`config.mk`:
```
export PLATFORM = sky130hd
export DESIGN_NAME = gdh_back
export DESIGN_NICKNAME = d
export VERILOG_FILES = /design/src/gdh_pkg.sv /design/src/gdh_back.sv
export SDC_FILE = /design/constraint.sdc
export NUM_CORES = 1
export LEC_CHECK = 0
export ABC_AREA = 1
export BUFFER_PORTS_ARGS = -buffer_cell sky130_fd_sc_hd__buf_2
export CORE_MARGIN = 8
export CORE_UTILIZATION = 40
export CTS_BUF_LIST = sky130_fd_sc_hd__clkbuf_8
export DETAILED_ROUTE_END_ITERATION = 12
export SYNTH_ARGS = -nofsm -noshare
export SYNTH_HDL_FRONTEND = slang
export SYNTH_SLANG_ARGS = --single-unit
```
`constraint.sdc`:
```
create_clock -name clk -period 1.58 [get_ports clk]
set_input_delay 0.158 -clock clk [delete_from_list [all_inputs] [get_ports clk]]
set_output_delay 0.158 -clock clk [all_outputs]
set_load 0.05 [all_outputs]
```
`src/gdh_pkg.sv`:
```
`timescale 1ns / 1ps
// Shared types, widths and mode codes for the grid distance heuristic block.
// Depends on nothing; every other file in src imports it.
package gdh_pkg;

	// Input coordinate and fixed-point format.
	localparam int COORD_BITS = 10;
	localparam int FRAC_BITS  = 8;
	localparam int MODE_BITS  = 3;
	localparam int DIST_BITS  = 29;

	// Derived datapath widths.
	localparam int SQ_BITS     = 2 * COORD_BITS;
	localparam int D2_BITS     = SQ_BITS + 1;
	localparam int RAD_BITS    = D2_BITS + 2 * FRAC_BITS;
	localparam int ROOT_BITS   = (RAD_BITS + 1) / 2;
	localparam int PROD_BITS   = 2 * D2_BITS;
	localparam int RHS_BITS    = PROD_BITS + 2 * FRAC_BITS;
	localparam int ACC_BITS    = RHS_BITS + 3;
	localparam int PART_BITS   = PROD_BITS + FRAC_BITS + 2;
	localparam int SIM_BITS    = FRAC_BITS + 1;
	localparam int BASE_BITS   = D2_BITS + FRAC_BITS;
	localparam int FIN_BITS    = (BASE_BITS + 1 > DIST_BITS) ? BASE_BITS + 1 : DIST_BITS;
	localparam int ITER_STAGES = (ROOT_BITS > SIM_BITS) ? ROOT_BITS : SIM_BITS;

	typedef enum logic [MODE_BITS-1:0] {
		MODE_MANHATTAN = 3'd0,
		MODE_EUCLID    = 3'd1,
		MODE_SQ_EUCLID = 3'd2,
		MODE_CHEBYSHEV = 3'd3,
		MODE_COSINE    = 3'd4,
		MODE_OCTILE    = 3'd5
	} metric_mode_t;

	// Operands handed from the front end to the iterative stages.
	typedef struct packed {
		metric_mode_t          mode;
		logic [BASE_BITS-1:0]  base;
		logic [RAD_BITS-1:0]   rad;
		logic [PROD_BITS-1:0]  prod;
		logic [RHS_BITS-1:0]   rhs;
		logic                  zero_norm;
	} gdh_work_t;

	// Partial results handed from the iterative stages to the output stage.
	typedef struct packed {
		metric_mode_t          mode;
		logic [BASE_BITS-1:0]  base;
		logic [ROOT_BITS-1:0]  root;
		logic [SIM_BITS-1:0]   sim;
		logic                  zero_norm;
	} gdh_res_t;

endpackage

```
`src/gdh_back.sv`:
```
`timescale 1ns / 1ps
// Output stage: picks the distance for the mode and holds it in the output register.
// Depends on gdh_pkg.
module gdh_back (
	input  logic                          clk,
	input  logic                          arst_n,
	input  logic                          res_valid,
	output logic                          res_ready,
	input  gdh_pkg::gdh_res_t             res,
	output logic                          out_valid,
	input  logic                          out_ready,
	output logic [gdh_pkg::DIST_BITS-1:0] distance
);
	import gdh_pkg::*;

	localparam logic [FIN_BITS-1:0] ONE = FIN_BITS'(1) << FRAC_BITS;

	logic                 out_v_q;
	logic [DIST_BITS-1:0] dist_q;
	logic [FIN_BITS-1:0]  fin_c;
	logic [FIN_BITS-1:0]  sim_c;

	assign res_ready = !out_v_q || out_ready;

	// Final selection; unused modes arrive with a zero base.
	always_comb begin
		sim_c = (FIN_BITS'(res.sim) > ONE) ? ONE : FIN_BITS'(res.sim);
		case (res.mode)
			MODE_EUCLID:    fin_c = FIN_BITS'(res.root);
			MODE_OCTILE:    fin_c = FIN_BITS'(res.base) + FIN_BITS'(res.root);
			MODE_COSINE:    fin_c = res.zero_norm ? ONE : ONE - sim_c;
			default:        fin_c = FIN_BITS'(res.base);
		endcase
	end

	always_ff @(posedge clk or negedge arst_n) begin
		if (!arst_n) begin
			out_v_q <= 1'b0;
		end else if (res_ready) begin
			out_v_q <= res_valid;
		end
	end

	always_ff @(posedge clk) begin
		if (res_ready) begin
			dist_q <= fin_c[DIST_BITS-1:0];
		end
	end

	assign out_valid = out_v_q;
	assign distance  = dist_q;

`ifndef SYNTHESIS
	// A cosine distance lies between zero and one.
	a_cos_range: assert property (@(posedge clk) disable iff (!arst_n)
		res_valid && res_ready && res.mode == MODE_COSINE |=> (FIN_BITS'(dist_q) <= ONE))
		else $error("cosine distance above one");
	// Unused mode codes give a zero distance.
	a_unused: assert property (@(posedge clk) disable iff (!arst_n)
		res_valid && res_ready && res.mode != MODE_MANHATTAN && res.mode != MODE_EUCLID
		&& res.mode != MODE_SQ_EUCLID && res.mode != MODE_CHEBYSHEV
		&& res.mode != MODE_COSINE && res.mode != MODE_OCTILE |=> dist_q == '0)
		else $error("unused mode gave a non-zero distance");
`endif

endmodule

```
==> results.yml <==
cts:
  numCtsBuffers: 5
  cts_max_level: 2
  cts_tree: "done"
  cts_root_buf: "clkbuf_8"
  clk_pin_slew_ps: 60
  cts_sinks: 30
  clk_latency_ps: 290
  clock_path_buffers: 2
setup_path:
  critPathMaxStageDelay_ps: 300
  slowest_stage: "ha_4"
  cp_num_buf_inv: 3
  end_kind: "flip-flop"
  critPathMostFrequentCell: "nand2_1"
  r2r_slack_ps: 430
  crit_path_start_kind: "input pin"
  crit_fanout: 4
  crit_family: "simple AND/OR/NAND/NOR gates"
  cp.arrival_ps: 1550
  critPathRequiredTime_ps: 1620
  path_cells: "buf_2 -> ha_4 -> nand2_2 -> buf_4 -> nor2_1 -> inv_1 -> nor2_2 -> nand2_1 -> nand2_1 -> nand2_1 -> nand3_1 -> nand3_1"
  worstSetupPathType: "in2reg"
logic_synthesis:
  asyncSetResetFlopFracSynth: 0.03333
  syn_nets: 577
  ys_seq_area_frac: 0.2838
  ys_ff_latch: 30
  syn_avg_cell_area_sq_um: 6.429
  yosys_most_used_dff: "edfxtp_1"
  yosys_warnings: 0
  synth_area_leaders: "edfxtp_1 (28%), nand2_1 (20%), nand3_1 (8.2%)"
  syn_inst: 491
  synth_edf_count: 29
  synth_top_area_frac: 0.2759
  ys_types: 30
  yosys.area.top_type: "edfxtp_1"
  syn_area_sq_um: 3157
global_route:
  antenna_found_initial: 0
  globalRouteOverflowTotal: 0
  grt_pass1_vias: 3801
  grt_max_degree: 20
  grt_usage: 0.1979
  grt_pass1_wl_mm: 18.23
drt:
  ant_nets: 0
  drtIter0Drc: 172
  wl_per_cell_um: 14.97
  dr_total_vias: 3866
  routed_wl_mm: 11.23
  detail_route.drc_violations: 0
  via_per_inst: 5.155
  drtPass1Iterations: 4
place:
  dp.cells: 739
  io_buffers: 95
  dp_hpwl_mm: 8.990
  place.gp.congestion: 0.9019
cells_and_area:
  syn2layout_area_growth_pct: 50.46
  drive_gt1_frac: 0.4059
  final_util: 0.6178
  instances_no_fill: 750
  num-fill-cells: 742
  finalNetCount: 733
  insertedDiodeCount: 0
pwr:
  powerDensity_nw_per_um2: 665.1
  leakagePower_nw: 2.236
  ir_drop_mv: 0.3861
floorplanning:
  initial_core_util: 0.4106
  num_rows: 32
  pin_count: 96
  coreArea_sq_um: 7687
  dieArea_sq_um: 10990
  dieHeight_um: 104.8
  die_x_um: 104.8
timing:
  skew_ps: 8.141
  relSlewSlack: 0.7371
  maxSlewViolCount: 0
  period_minus_slack_ps: 1514
  final-hold-violation-count: 0
  setup_viol: 0
  post-route-period-util: 0.9582
  worstMarginPinSlew_ps: 391.3
  fmax_mhz: 660.5
  rsz0062_at_grt: "true"
run_status:
  run_status: "complete, no violations"
job:
  cap_violations: 0
hold_path:
  hold_path_class: "in2reg"
[worst reg2reg max path: stages (launching register included)]
cell	delay, ps
dfrtp_1	410
nand2_4	250
buf_12	200
[power by group]
group / internal (mW) / switching [mW]
clock network: 0.294 / 0.312
registers: 0.974 / 0.0206
logic: 0.576 / 0.983
[cell families (layout without fill, tap and decap cells)]
| logic type | after synthesis | count (layout) | synth area share |
|---|---|---|---|
| AO/OA/AOI/OAI | 81 | 81 | 0.1387 |
| XOR/XNOR | 1 | 1 | 0.002775 |
| adder cells (fa/ha/maj) | 21 | 21 | 0.08561 |
| buffers and inverters | 53 | 210 | 0.06579 |
| flip-flops | 30 | 30 | 0.2838 |
| AND/OR/NAND/NOR | 305 | 305 | 0.4233 |
[cells in the mapped netlist (6+ instances only)]
cell,n
nand2_1,171
nand3_1,52
inv_1,46
nor2_1,40
a21oi_1,38
o21ai_0,32
edfxtp_1,29
ha_1,20
nand3b_1,11
nand4_1,11
nand2_2,6
nor3_1,6
[stage by stage]
stage	instance area, sq um	TNS, ps	hold WS, ps	setup slack [ps]	power (mW)
floorplan	3177	0	-137.6	8.323	1.832
global placement	4193	-6721	-66.82	-396.9	2.343
detailed placement	4193	-7141	-65.34	-405.7	2.351
CTS	4310	-14.03	50.54	-10.48	2.984
global route	4750	-34.30	73.61	-26.57	3.351
finish	4750	0	57.65	66.09	3.159
[layer usage]
metal | global-route usage | wire length (um)
met1 | 0.2718 | 5405
met2 | 0.3172 | 5133
met3 | 0.03624 | 600
met4 | 0.03670 | 88
met5 | 0 | 0
[layout by cell type, fill, tap and decap left out, types with 5 or more instances in the layout]
cell type / count
nand2_1: 149
buf_2: 95
buf_4: 57
inv_1: 47
nand3_1: 46
edfxtp_1: 29
nor2_1: 25
nand2_2: 23
a21oi_1: 21
a21oi_2: 19
o21ai_0: 18
ha_4: 16
nor2_2: 13
nand4_1: 11
nand3b_1: 11
o21ai_1: 9
o21ai_2: 7
nand3_2: 7
nor3_1: 6
nand2_4: 5
nor2_4: 5
clkbuf_8: 5
[path summary, 6_finish.rpt]
kind,cells past startpoint,endpoint,start
min,3,out_valid$_DFFE_PN0P_,res_valid
max in group asynchronous,2,out_valid$_DFFE_PN0P_,arst_n
min in group asynchronous,2,out_valid$_DFFE_PN0P_,arst_n
min reg2reg,2,out_valid$_DFFE_PN0P_,out_valid$_DFFE_PN0P_
max reg2reg,2,distance[13]$_DFFE_PP_,out_valid$_DFFE_PN0P_
max,12,distance[17]$_DFFE_PP_,res[42]
[state kept, by name (all words and copies together) (netlist names)]
name       flops
distance      29
out_valid      1
[cell type report]
| cell class | count | area [sq um] | share of cell area |
|---|---|---|---|
| Multi-Input combinational cell | 408 | 2525 | 0.5316 |
| Timing Repair Buffer | 155 | 944.7 | 0.1989 |
| Sequential cell | 30 | 895.9 | 0.1886 |
| Inverter | 47 | 176.4 | 0.03714 |
| Tap cell | 102 | 127.6 | 0.02687 |
| Clock buffer | 5 | 68.82 | 0.01449 |
| Clock inverter | 3 | 11.26 | 0.002371 |
[repair_timing]
item,CTS,global route
hold buffers,1,0
pin swaps,2,14
endpoints found under the setup margin,9,22
resized for setup,9,102
hold endpoints to repair,1,0
buffers inserted,0,2
No activity file was read; power rests on OpenSTA's default activity.
