File: src/gdh_pkg.sv
`timescale 1ns / 1ps
// Shared types, widths and mode codes for the grid distance heuristic block.
// Depends on nothing; every other file in src imports it.
package gdh_pkg;

	// Input coordinate and fixed-point format.
	localparam int COORD_BITS = 10;
	localparam int FRAC_BITS  = 8;
	localparam int MODE_BITS  = 3;
	localparam int DIST_BITS  = 29;

	// Derived datapath widths.
	localparam int SQ_BITS     = 2 * COORD_BITS;
	localparam int D2_BITS     = SQ_BITS + 1;
	localparam int RAD_BITS    = D2_BITS + 2 * FRAC_BITS;
	localparam int ROOT_BITS   = (RAD_BITS + 1) / 2;
	localparam int PROD_BITS   = 2 * D2_BITS;
	localparam int RHS_BITS    = PROD_BITS + 2 * FRAC_BITS;
	localparam int ACC_BITS    = RHS_BITS + 3;
	localparam int PART_BITS   = PROD_BITS + FRAC_BITS + 2;
	localparam int SIM_BITS    = FRAC_BITS + 1;
	localparam int BASE_BITS   = D2_BITS + FRAC_BITS;
	localparam int FIN_BITS    = (BASE_BITS + 1 > DIST_BITS) ? BASE_BITS + 1 : DIST_BITS;
	localparam int ITER_STAGES = (ROOT_BITS > SIM_BITS) ? ROOT_BITS : SIM_BITS;

	typedef enum logic [MODE_BITS-1:0] {
		MODE_MANHATTAN = 3'd0,
		MODE_EUCLID    = 3'd1,
		MODE_SQ_EUCLID = 3'd2,
		MODE_CHEBYSHEV = 3'd3,
		MODE_COSINE    = 3'd4,
		MODE_OCTILE    = 3'd5
	} metric_mode_t;

	// Operands handed from the front end to the iterative stages.
	typedef struct packed {
		metric_mode_t          mode;
		logic [BASE_BITS-1:0]  base;
		logic [RAD_BITS-1:0]   rad;
		logic [PROD_BITS-1:0]  prod;
		logic [RHS_BITS-1:0]   rhs;
		logic                  zero_norm;
	} gdh_work_t;

	// Partial results handed from the iterative stages to the output stage.
	typedef struct packed {
		metric_mode_t          mode;
		logic [BASE_BITS-1:0]  base;
		logic [ROOT_BITS-1:0]  root;
		logic [SIM_BITS-1:0]   sim;
		logic                  zero_norm;
	} gdh_res_t;

endpackage

File: src/gdh_front.sv
`timescale 1ns / 1ps
// Front end: differences, squares, sums and the two wide products, in four stages.
// Depends on gdh_pkg.
module gdh_front (
	input  logic                           clk,
	input  logic                           arst_n,
	input  logic                           in_valid,
	output logic                           in_ready,
	input  logic [gdh_pkg::COORD_BITS-1:0] cur_x,
	input  logic [gdh_pkg::COORD_BITS-1:0] cur_y,
	input  logic [gdh_pkg::COORD_BITS-1:0] goal_x,
	input  logic [gdh_pkg::COORD_BITS-1:0] goal_y,
	input  gdh_pkg::metric_mode_t          mode,
	output logic                           work_valid,
	input  logic                           work_ready,
	output gdh_pkg::gdh_work_t             work
);
	import gdh_pkg::*;

	logic v_s1, v_s2, v_s3, v_s4;
	logic go1, go2, go3, go4;

	logic [COORD_BITS-1:0] cx_s1, cy_s1, gx_s1, gy_s1;
	logic [COORD_BITS-1:0] dx_s1, dy_s1, hi_s1, lo_s1;
	metric_mode_t          mode_s1;

	logic [SQ_BITS-1:0]    dx2_s2, dy2_s2, lo2_s2, cx2_s2, cy2_s2, gx2_s2, gy2_s2;
	logic [SQ_BITS-1:0]    pxx_s2, pyy_s2;
	logic [BASE_BITS-1:0]  pre_s2;
	metric_mode_t          mode_s2;

	logic [D2_BITS-1:0]    np_s3, ng_s3, dot_s3;
	logic [RAD_BITS-1:0]   rad_s3;
	logic [BASE_BITS-1:0]  base_s3;
	metric_mode_t          mode_s3;

	logic [PROD_BITS-1:0]  prod_s4;
	logic [RHS_BITS-1:0]   rhs_s4;
	logic [RAD_BITS-1:0]   rad_s4;
	logic [BASE_BITS-1:0]  base_s4;
	logic                  zero_s4;
	metric_mode_t          mode_s4;

	logic [COORD_BITS-1:0] dx_c, dy_c;
	logic [BASE_BITS-1:0]  pre_c;
	logic [D2_BITS-1:0]    d2_c, oct_c;

	// A stage loads when it is empty or its contents move on.
	assign go4      = !v_s4 || work_ready;
	assign go3      = !v_s3 || go4;
	assign go2      = !v_s2 || go3;
	assign go1      = !v_s1 || go2;
	assign in_ready = go1;

	always_ff @(posedge clk or negedge arst_n) begin
		if (!arst_n) begin
			v_s1 <= 1'b0;
			v_s2 <= 1'b0;
			v_s3 <= 1'b0;
			v_s4 <= 1'b0;
		end else begin
			if (go1) v_s1 <= in_valid;
			if (go2) v_s2 <= v_s1;
			if (go3) v_s3 <= v_s2;
			if (go4) v_s4 <= v_s3;
		end
	end

	// Stage 1: absolute differences and their ordering.
	always_comb begin
		dx_c = (cur_x > goal_x) ? cur_x - goal_x : goal_x - cur_x;
		dy_c = (cur_y > goal_y) ? cur_y - goal_y : goal_y - cur_y;
	end

	always_ff @(posedge clk) begin
		if (go1) begin
			cx_s1   <= cur_x;
			cy_s1   <= cur_y;
			gx_s1   <= goal_x;
			gy_s1   <= goal_y;
			dx_s1   <= dx_c;
			dy_s1   <= dy_c;
			hi_s1   <= (dx_c > dy_c) ? dx_c : dy_c;
			lo_s1   <= (dx_c > dy_c) ? dy_c : dx_c;
			mode_s1 <= mode;
		end
	end

	// Stage 2: the small products, and the results that need no product.
	always_comb begin
		case (mode_s1)
			MODE_MANHATTAN: pre_c = (BASE_BITS'(dx_s1) + BASE_BITS'(dy_s1)) << FRAC_BITS;
			MODE_CHEBYSHEV: pre_c = BASE_BITS'(hi_s1) << FRAC_BITS;
			MODE_OCTILE:    pre_c = BASE_BITS'(hi_s1 - lo_s1) << FRAC_BITS;
			default:        pre_c = '0;
		endcase
	end

	always_ff @(posedge clk) begin
		if (go2) begin
			dx2_s2  <= SQ_BITS'(dx_s1) * SQ_BITS'(dx_s1);
			dy2_s2  <= SQ_BITS'(dy_s1) * SQ_BITS'(dy_s1);
			lo2_s2  <= SQ_BITS'(lo_s1) * SQ_BITS'(lo_s1);
			cx2_s2  <= SQ_BITS'(cx_s1) * SQ_BITS'(cx_s1);
			cy2_s2  <= SQ_BITS'(cy_s1) * SQ_BITS'(cy_s1);
			gx2_s2  <= SQ_BITS'(gx_s1) * SQ_BITS'(gx_s1);
			gy2_s2  <= SQ_BITS'(gy_s1) * SQ_BITS'(gy_s1);
			pxx_s2  <= SQ_BITS'(cx_s1) * SQ_BITS'(gx_s1);
			pyy_s2  <= SQ_BITS'(cy_s1) * SQ_BITS'(gy_s1);
			pre_s2  <= pre_c;
			mode_s2 <= mode_s1;
		end
	end

	// Stage 3: sums of squares, the norms, the dot product and the radicand.
	always_comb begin
		d2_c  = D2_BITS'(dx2_s2) + D2_BITS'(dy2_s2);
		oct_c = {lo2_s2, 1'b0};
	end

	always_ff @(posedge clk) begin
		if (go3) begin
			np_s3   <= D2_BITS'(cx2_s2) + D2_BITS'(cy2_s2);
			ng_s3   <= D2_BITS'(gx2_s2) + D2_BITS'(gy2_s2);
			dot_s3  <= D2_BITS'(pxx_s2) + D2_BITS'(pyy_s2);
			rad_s3  <= (mode_s2 == MODE_OCTILE) ? {oct_c, {(2 * FRAC_BITS){1'b0}}}
			                                    : {d2_c, {(2 * FRAC_BITS){1'b0}}};
			base_s3 <= (mode_s2 == MODE_SQ_EUCLID) ? BASE_BITS'(d2_c) << FRAC_BITS : pre_s2;
			mode_s3 <= mode_s2;
		end
	end

	// Stage 4: product of the norms and the scaled squared dot product.
	always_ff @(posedge clk) begin
		if (go4) begin
			prod_s4 <= PROD_BITS'(np_s3) * PROD_BITS'(ng_s3);
			rhs_s4  <= {PROD_BITS'(dot_s3) * PROD_BITS'(dot_s3), {(2 * FRAC_BITS){1'b0}}};
			zero_s4 <= (np_s3 == '0) || (ng_s3 == '0);
			rad_s4  <= rad_s3;
			base_s4 <= base_s3;
			mode_s4 <= mode_s3;
		end
	end

	assign work_valid     = v_s4;
	assign work.mode      = mode_s4;
	assign work.base      = base_s4;
	assign work.rad       = rad_s4;
	assign work.prod      = prod_s4;
	assign work.rhs       = rhs_s4;
	assign work.zero_norm = zero_s4;

`ifndef SYNTHESIS
	// A zero-norm flag must match a vanishing product of the norms.
	a_zero_prod: assert property (@(posedge clk) disable iff (!arst_n)
		v_s4 |-> (zero_s4 == (prod_s4 == '0)))
		else $error("zero-norm flag disagrees with the norm product");
	// A held stage 4 beat must still be there on the next cycle.
	a_hold: assert property (@(posedge clk) disable iff (!arst_n)
		v_s4 && !work_ready |=> v_s4 && $stable(prod_s4) && $stable(rad_s4))
		else $error("stalled front-end beat was lost or altered");
`endif

endmodule

File: config.mk
export PLATFORM = sky130hd
export DESIGN_NAME = gdh_front
export DESIGN_NICKNAME = d
export VERILOG_FILES = /design/src/gdh_pkg.sv /design/src/gdh_front.sv
export SDC_FILE = /design/constraint.sdc
export NUM_CORES = 2
export LEC_CHECK = 0
export ABC_CLOCK_PERIOD_IN_PS = 7500
export BUFFER_PORTS_ARGS = -buffer_cell sky130_fd_sc_hd__buf_4
export CORE_ASPECT_RATIO = 0.7
export CORE_MARGIN = 2
export CORE_UTILIZATION = 40
export CTS_CLUSTER_DIAMETER = 50
export DETAILED_ROUTE_END_ITERATION = 6
export HOLD_SLACK_MARGIN = 0.06
export PLACE_DENSITY = 0.59
export SKIP_CTS_REPAIR_TIMING = 1
export SLEW_MARGIN = 10
export SYNTH_ARGS = -nofsm -noshare
export SYNTH_HDL_FRONTEND = slang
export SYNTH_SLANG_ARGS = --single-unit
File: constraint.sdc
create_clock -name clk -period 7.5 [get_ports clk]
set_clock_uncertainty 0.2 [all_clocks]
set_input_delay 0.75 -clock clk [delete_from_list [all_inputs] [get_ports clk]]
set_output_delay 0.75 -clock clk [all_outputs]
set_load 0.005 [all_outputs]
==> metrics list <==
* Signed area change from the synthesized netlist to the final layout: 10.3%
- The run finished with clean final reports.
* Peak Freq: approximately 140 MHz
- Starting density of the core: 0.402
- Crit Path Class: flip-flop to flip-flop
- Placed insts: ~10000
* Post-DP HPWL: 155000 microns
- In the finished design, the share of the clock period the worst path needs comes to 0.967.
- Counting flops and latches in the post-synthesis netlist gives 512.
- # DRC: 0
* Final Wtd Congestion: 0.893
* DR pass1 iterations: 6
* Height of the chip: 364 microns
* Synth top area cells: sky130_fd_sc_hd__fa_1 (30%), sky130_fd_sc_hd__edfxtp_1 (21%), sky130_fd_sc_hd__ha_1 (15%), sky130_fd_sc_hd__inv_1 (7.7%), sky130_fd_sc_hd__and2_1 (4.7%)
- Post-synthesis sequential area ratio: 0.207
* Synth Instances: 7425
- Mean routed wirelength per cell: 18.5 microns
- Clock slew at the register clock pins of the worst setup and hold paths: 60 ps
- X dimension of the die: just over 500 microns
- Area share of the largest cell type after synthesis: 0.302
* Min-Delay Path Class: input port to flip-flop
- The first global-routing pass estimated 299000 microns of wire.
- The detailed router placed 50604 vias in this run.
- GR Overflow Total: 0
- TritonCTS built the clock tree.
* Count of antenna-violating nets left after detailed routing: 0
- The Yosys step of the flow raised 0 warnings.
* Final Critical Period: 7250 ps
* Largest net degree at the start of global routing: 87
* Total wire length after detailed routing: 188000 microns
- The synthesized netlist contains 103 unique library cells.
- Placement Rows: 132
- Tightest slew margin relative to the limit: 0.266
- Setup violations remaining at the end of the flow were counted as 0.
- Counting flops with an async set or reset pin after synthesis yields a share of 0.00781.
- Mapped Avg Cell Area: between 9 and 10 sq um
- The clock reaches the later pin of the worst-skew pair after 710 ps.
- Sinks on the clock net: 512
- Input and output buffers added on the ports amount to between 150 and 200.
- In this run the worst path has a maximum fanout of 9.
- The number of global-route vias before repair came to around 52000.
- H-tree level count: 3
* Vias per inst: 4.97
* Endpoint arrival time on the critical path: about 7500 ps
* Critical Path RT: between 7000 and 8000 ps
- Number of enable flip-flop cells after synthesis: between 500 and 600
- The count of cells in the finished layout, fillers not included, comes to 10178.
- Library cell occupying the most area in the post-synthesis netlist: sky130_fd_sc_hd__fa_1
- Fraction of final layout cells with drive strength greater than 1: 0.0749
- Ports placed on the boundary: 219
- Startpoint type of the worst setup path: flip-flop
* CORE AREA: 0.185 sq mm
* NumNets Final: between 9000 and 10000
- The most used flip-flop cell after synthesis is sky130_fd_sc_hd__edfxtp_1.
- Worst-case clock buffer depth: 3
- Slew at the pin with the worst max-slew slack: approximately 1100 ps
- After synthesis the cells add up to 0.0742 sq mm.
- CTS root buffer: sky130_fd_sc_hd__clkbuf_16
- Across every metal layer, demand over resource in global routing totals 0.202.
- Final max-slew violation count: 0
- Starting DRT DRC Count: 4008
* Final Hold Violating Endpoints: 0
- The filler cells instantiated in the layout total roughly 18000.
- # Max-Cap Violations: 0
- Clock buffers created by TritonCTS: 76
* Die area: 0.189 sq mm
- STA classifies the critical path endpoint as a flip-flop.
- Antenna violations before repair: 17
==> cell usage after synthesis (33+ instances only) <==
master	number
sky130_fd_sc_hd__nand3_1	55
sky130_fd_sc_hd__xnor2_1	242
sky130_fd_sc_hd__edfxtp_1	508
sky130_fd_sc_hd__nor2b_1	63
sky130_fd_sc_hd__xor2_1	113
sky130_fd_sc_hd__a21o_1	132
sky130_fd_sc_hd__ha_1	894
sky130_fd_sc_hd__nor2_1	234
sky130_fd_sc_hd__a21oi_1	252
sky130_fd_sc_hd__and3_1	41
sky130_fd_sc_hd__fa_1	1120
sky130_fd_sc_hd__nand2_1	709
sky130_fd_sc_hd__o21a_1	33
sky130_fd_sc_hd__o21ai_0	133
sky130_fd_sc_hd__o21bai_1	45
sky130_fd_sc_hd__and2_1	556
sky130_fd_sc_hd__clkbuf_1	236
sky130_fd_sc_hd__nor3_1	58
sky130_fd_sc_hd__inv_1	1531
sky130_fd_sc_hd__buf_4	43
==> cells in the final DEF, fill, tap and decap left out, types with 9 or more instances in the layout <==
cell type,count
sky130_fd_sc_hd__o21a_1,33
sky130_fd_sc_hd__mux2i_1,29
sky130_fd_sc_hd__xnor2_1,242
sky130_fd_sc_hd__inv_1,1530
sky130_fd_sc_hd__or3_1,23
sky130_fd_sc_hd__nor2_1,234
sky130_fd_sc_hd__nor3_1,57
sky130_fd_sc_hd__conb_1,41
sky130_fd_sc_hd__ha_1,892
sky130_fd_sc_hd__and3_1,41
sky130_fd_sc_hd__a31o_2,17
sky130_fd_sc_hd__o21ai_1,11
sky130_fd_sc_hd__nand2_1,708
sky130_fd_sc_hd__or2_2,20
sky130_fd_sc_hd__o211ai_1,13
sky130_fd_sc_hd__edfxtp_1,508
sky130_fd_sc_hd__mux2_2,16
sky130_fd_sc_hd__a211o_1,11
sky130_fd_sc_hd__and2_1,555
sky130_fd_sc_hd__a211oi_1,27
sky130_fd_sc_hd__clkbuf_16,76
sky130_fd_sc_hd__nand4_1,20
sky130_fd_sc_hd__inv_6,15
sky130_fd_sc_hd__buf_4,336
sky130_fd_sc_hd__nor4_1,9
sky130_fd_sc_hd__o21bai_1,44
sky130_fd_sc_hd__nand2b_1,30
sky130_fd_sc_hd__fa_1,1120
sky130_fd_sc_hd__a21o_1,132
sky130_fd_sc_hd__a21oi_1,248
sky130_fd_sc_hd__o21ai_0,131
sky130_fd_sc_hd__nand3_1,54
sky130_fd_sc_hd__xor2_1,113
sky130_fd_sc_hd__dlygate4sd3_1,41
sky130_fd_sc_hd__nor2b_1,62
sky130_fd_sc_hd__clkinv_1,11
sky130_fd_sc_hd__a31oi_1,21
==> metrics by stage <==
step	hold slack (ps)	setup TNS [ps]	worst slack, ps	area [sq um]	utilization
2_1_floorplan	200	0	139	74400	-
3_3_place_gp	203	0	47.7	78500	0.425
3_5_place_dp	205	-129	-36.3	78500	0.425
4_1_cts	-423	-307	-89.5	81100	0.439
5_1_grt	71.3	-66.5	-25.2	81900	0.444
6_report	107	0	251	81900	0.444
==> registers in the layout, indices dropped and copies added (netlist names), 20 cells and up <==
signal	count
base_s3	21
base_s4	21
dot_s3	21
ng_s3	21
np_s3	21
prod_s4	42
pxx_s2	20
pyy_s2	20
rad_s3	21
rad_s4	21
rhs_s4	41
==> path summary, 6_finish.rpt <==
check | slack [ps] | end | start | cells after the start
min in group asynchronous | 180 | work_valid | arst_n | 2
min | 110 | cx_s1[1] | cur_x[1] | 1
max | 250 | rhs_s4[56] | dot_s3[7] | 22
min reg2reg | 220 | base_s4[15] | base_s3[15] | 0
max reg2reg | 250 | rhs_s4[56] | dot_s3[7] | 22
max in group asynchronous | 6820 | v_s1 | arst_n | 2
==> final cells by class <==
type                       count  area (sq um)  share of cell area
sequential                   512         15400               0.187
clock inverter                55           666             0.00813
inverter                    1532          5760              0.0703
tap                         2479          3100              0.0379
multi-input combinational   5129         52100               0.636
antenna                        7          17.5            0.000214
clock buffer                  82          1920              0.0235
timing repair buffer         382          3010              0.0367
==> kinds of logic after synthesis <==
| family | share of synthesized area |
|---|---|
| other cells | 0.0000505 |
| buf+inv | 0.0949 |
| mux | 0.00634 |
| xor+xnor | 0.0423 |
| compound gates | 0.0731 |
| fa+ha+maj | 0.453 |
| simple gates | 0.124 |
| flops | 0.207 |
==> critical path: stages (launching register included) <==
cell and delay (ps):
sky130_fd_sc_hd__edfxtp_1 510, sky130_fd_sc_hd__buf_12 200, sky130_fd_sc_hd__and2_1 200, sky130_fd_sc_hd__fa_1 520, sky130_fd_sc_hd__inv_1 60, sky130_fd_sc_hd__fa_1 580
sky130_fd_sc_hd__fa_1 450, sky130_fd_sc_hd__fa_1 540, sky130_fd_sc_hd__inv_1 50, sky130_fd_sc_hd__fa_1 470, sky130_fd_sc_hd__fa_1 490, sky130_fd_sc_hd__inv_1 50
sky130_fd_sc_hd__fa_1 470, sky130_fd_sc_hd__inv_1 40, sky130_fd_sc_hd__ha_1 380, sky130_fd_sc_hd__nand2_1 120, sky130_fd_sc_hd__o21ai_0 370, sky130_fd_sc_hd__buf_4 190
sky130_fd_sc_hd__o2111ai_2 180, sky130_fd_sc_hd__a41o_1 300, sky130_fd_sc_hd__a21oi_2 250, sky130_fd_sc_hd__nor2_1 120, sky130_fd_sc_hd__o311ai_1 290
==> metal layers <==
metal  vias up  GRT usage  share of wire
met1     25221      0.322           0.52
met2      1398      0.279           0.40
met3       146     0.0417          0.073
li1      23837          -              -
met5         -          0       0.000069
met4         2     0.0335          0.014
Power is left out: the tool's default activity adds up to more than one toggle a clock period on the data nets, which glitch-free logic cannot reach.
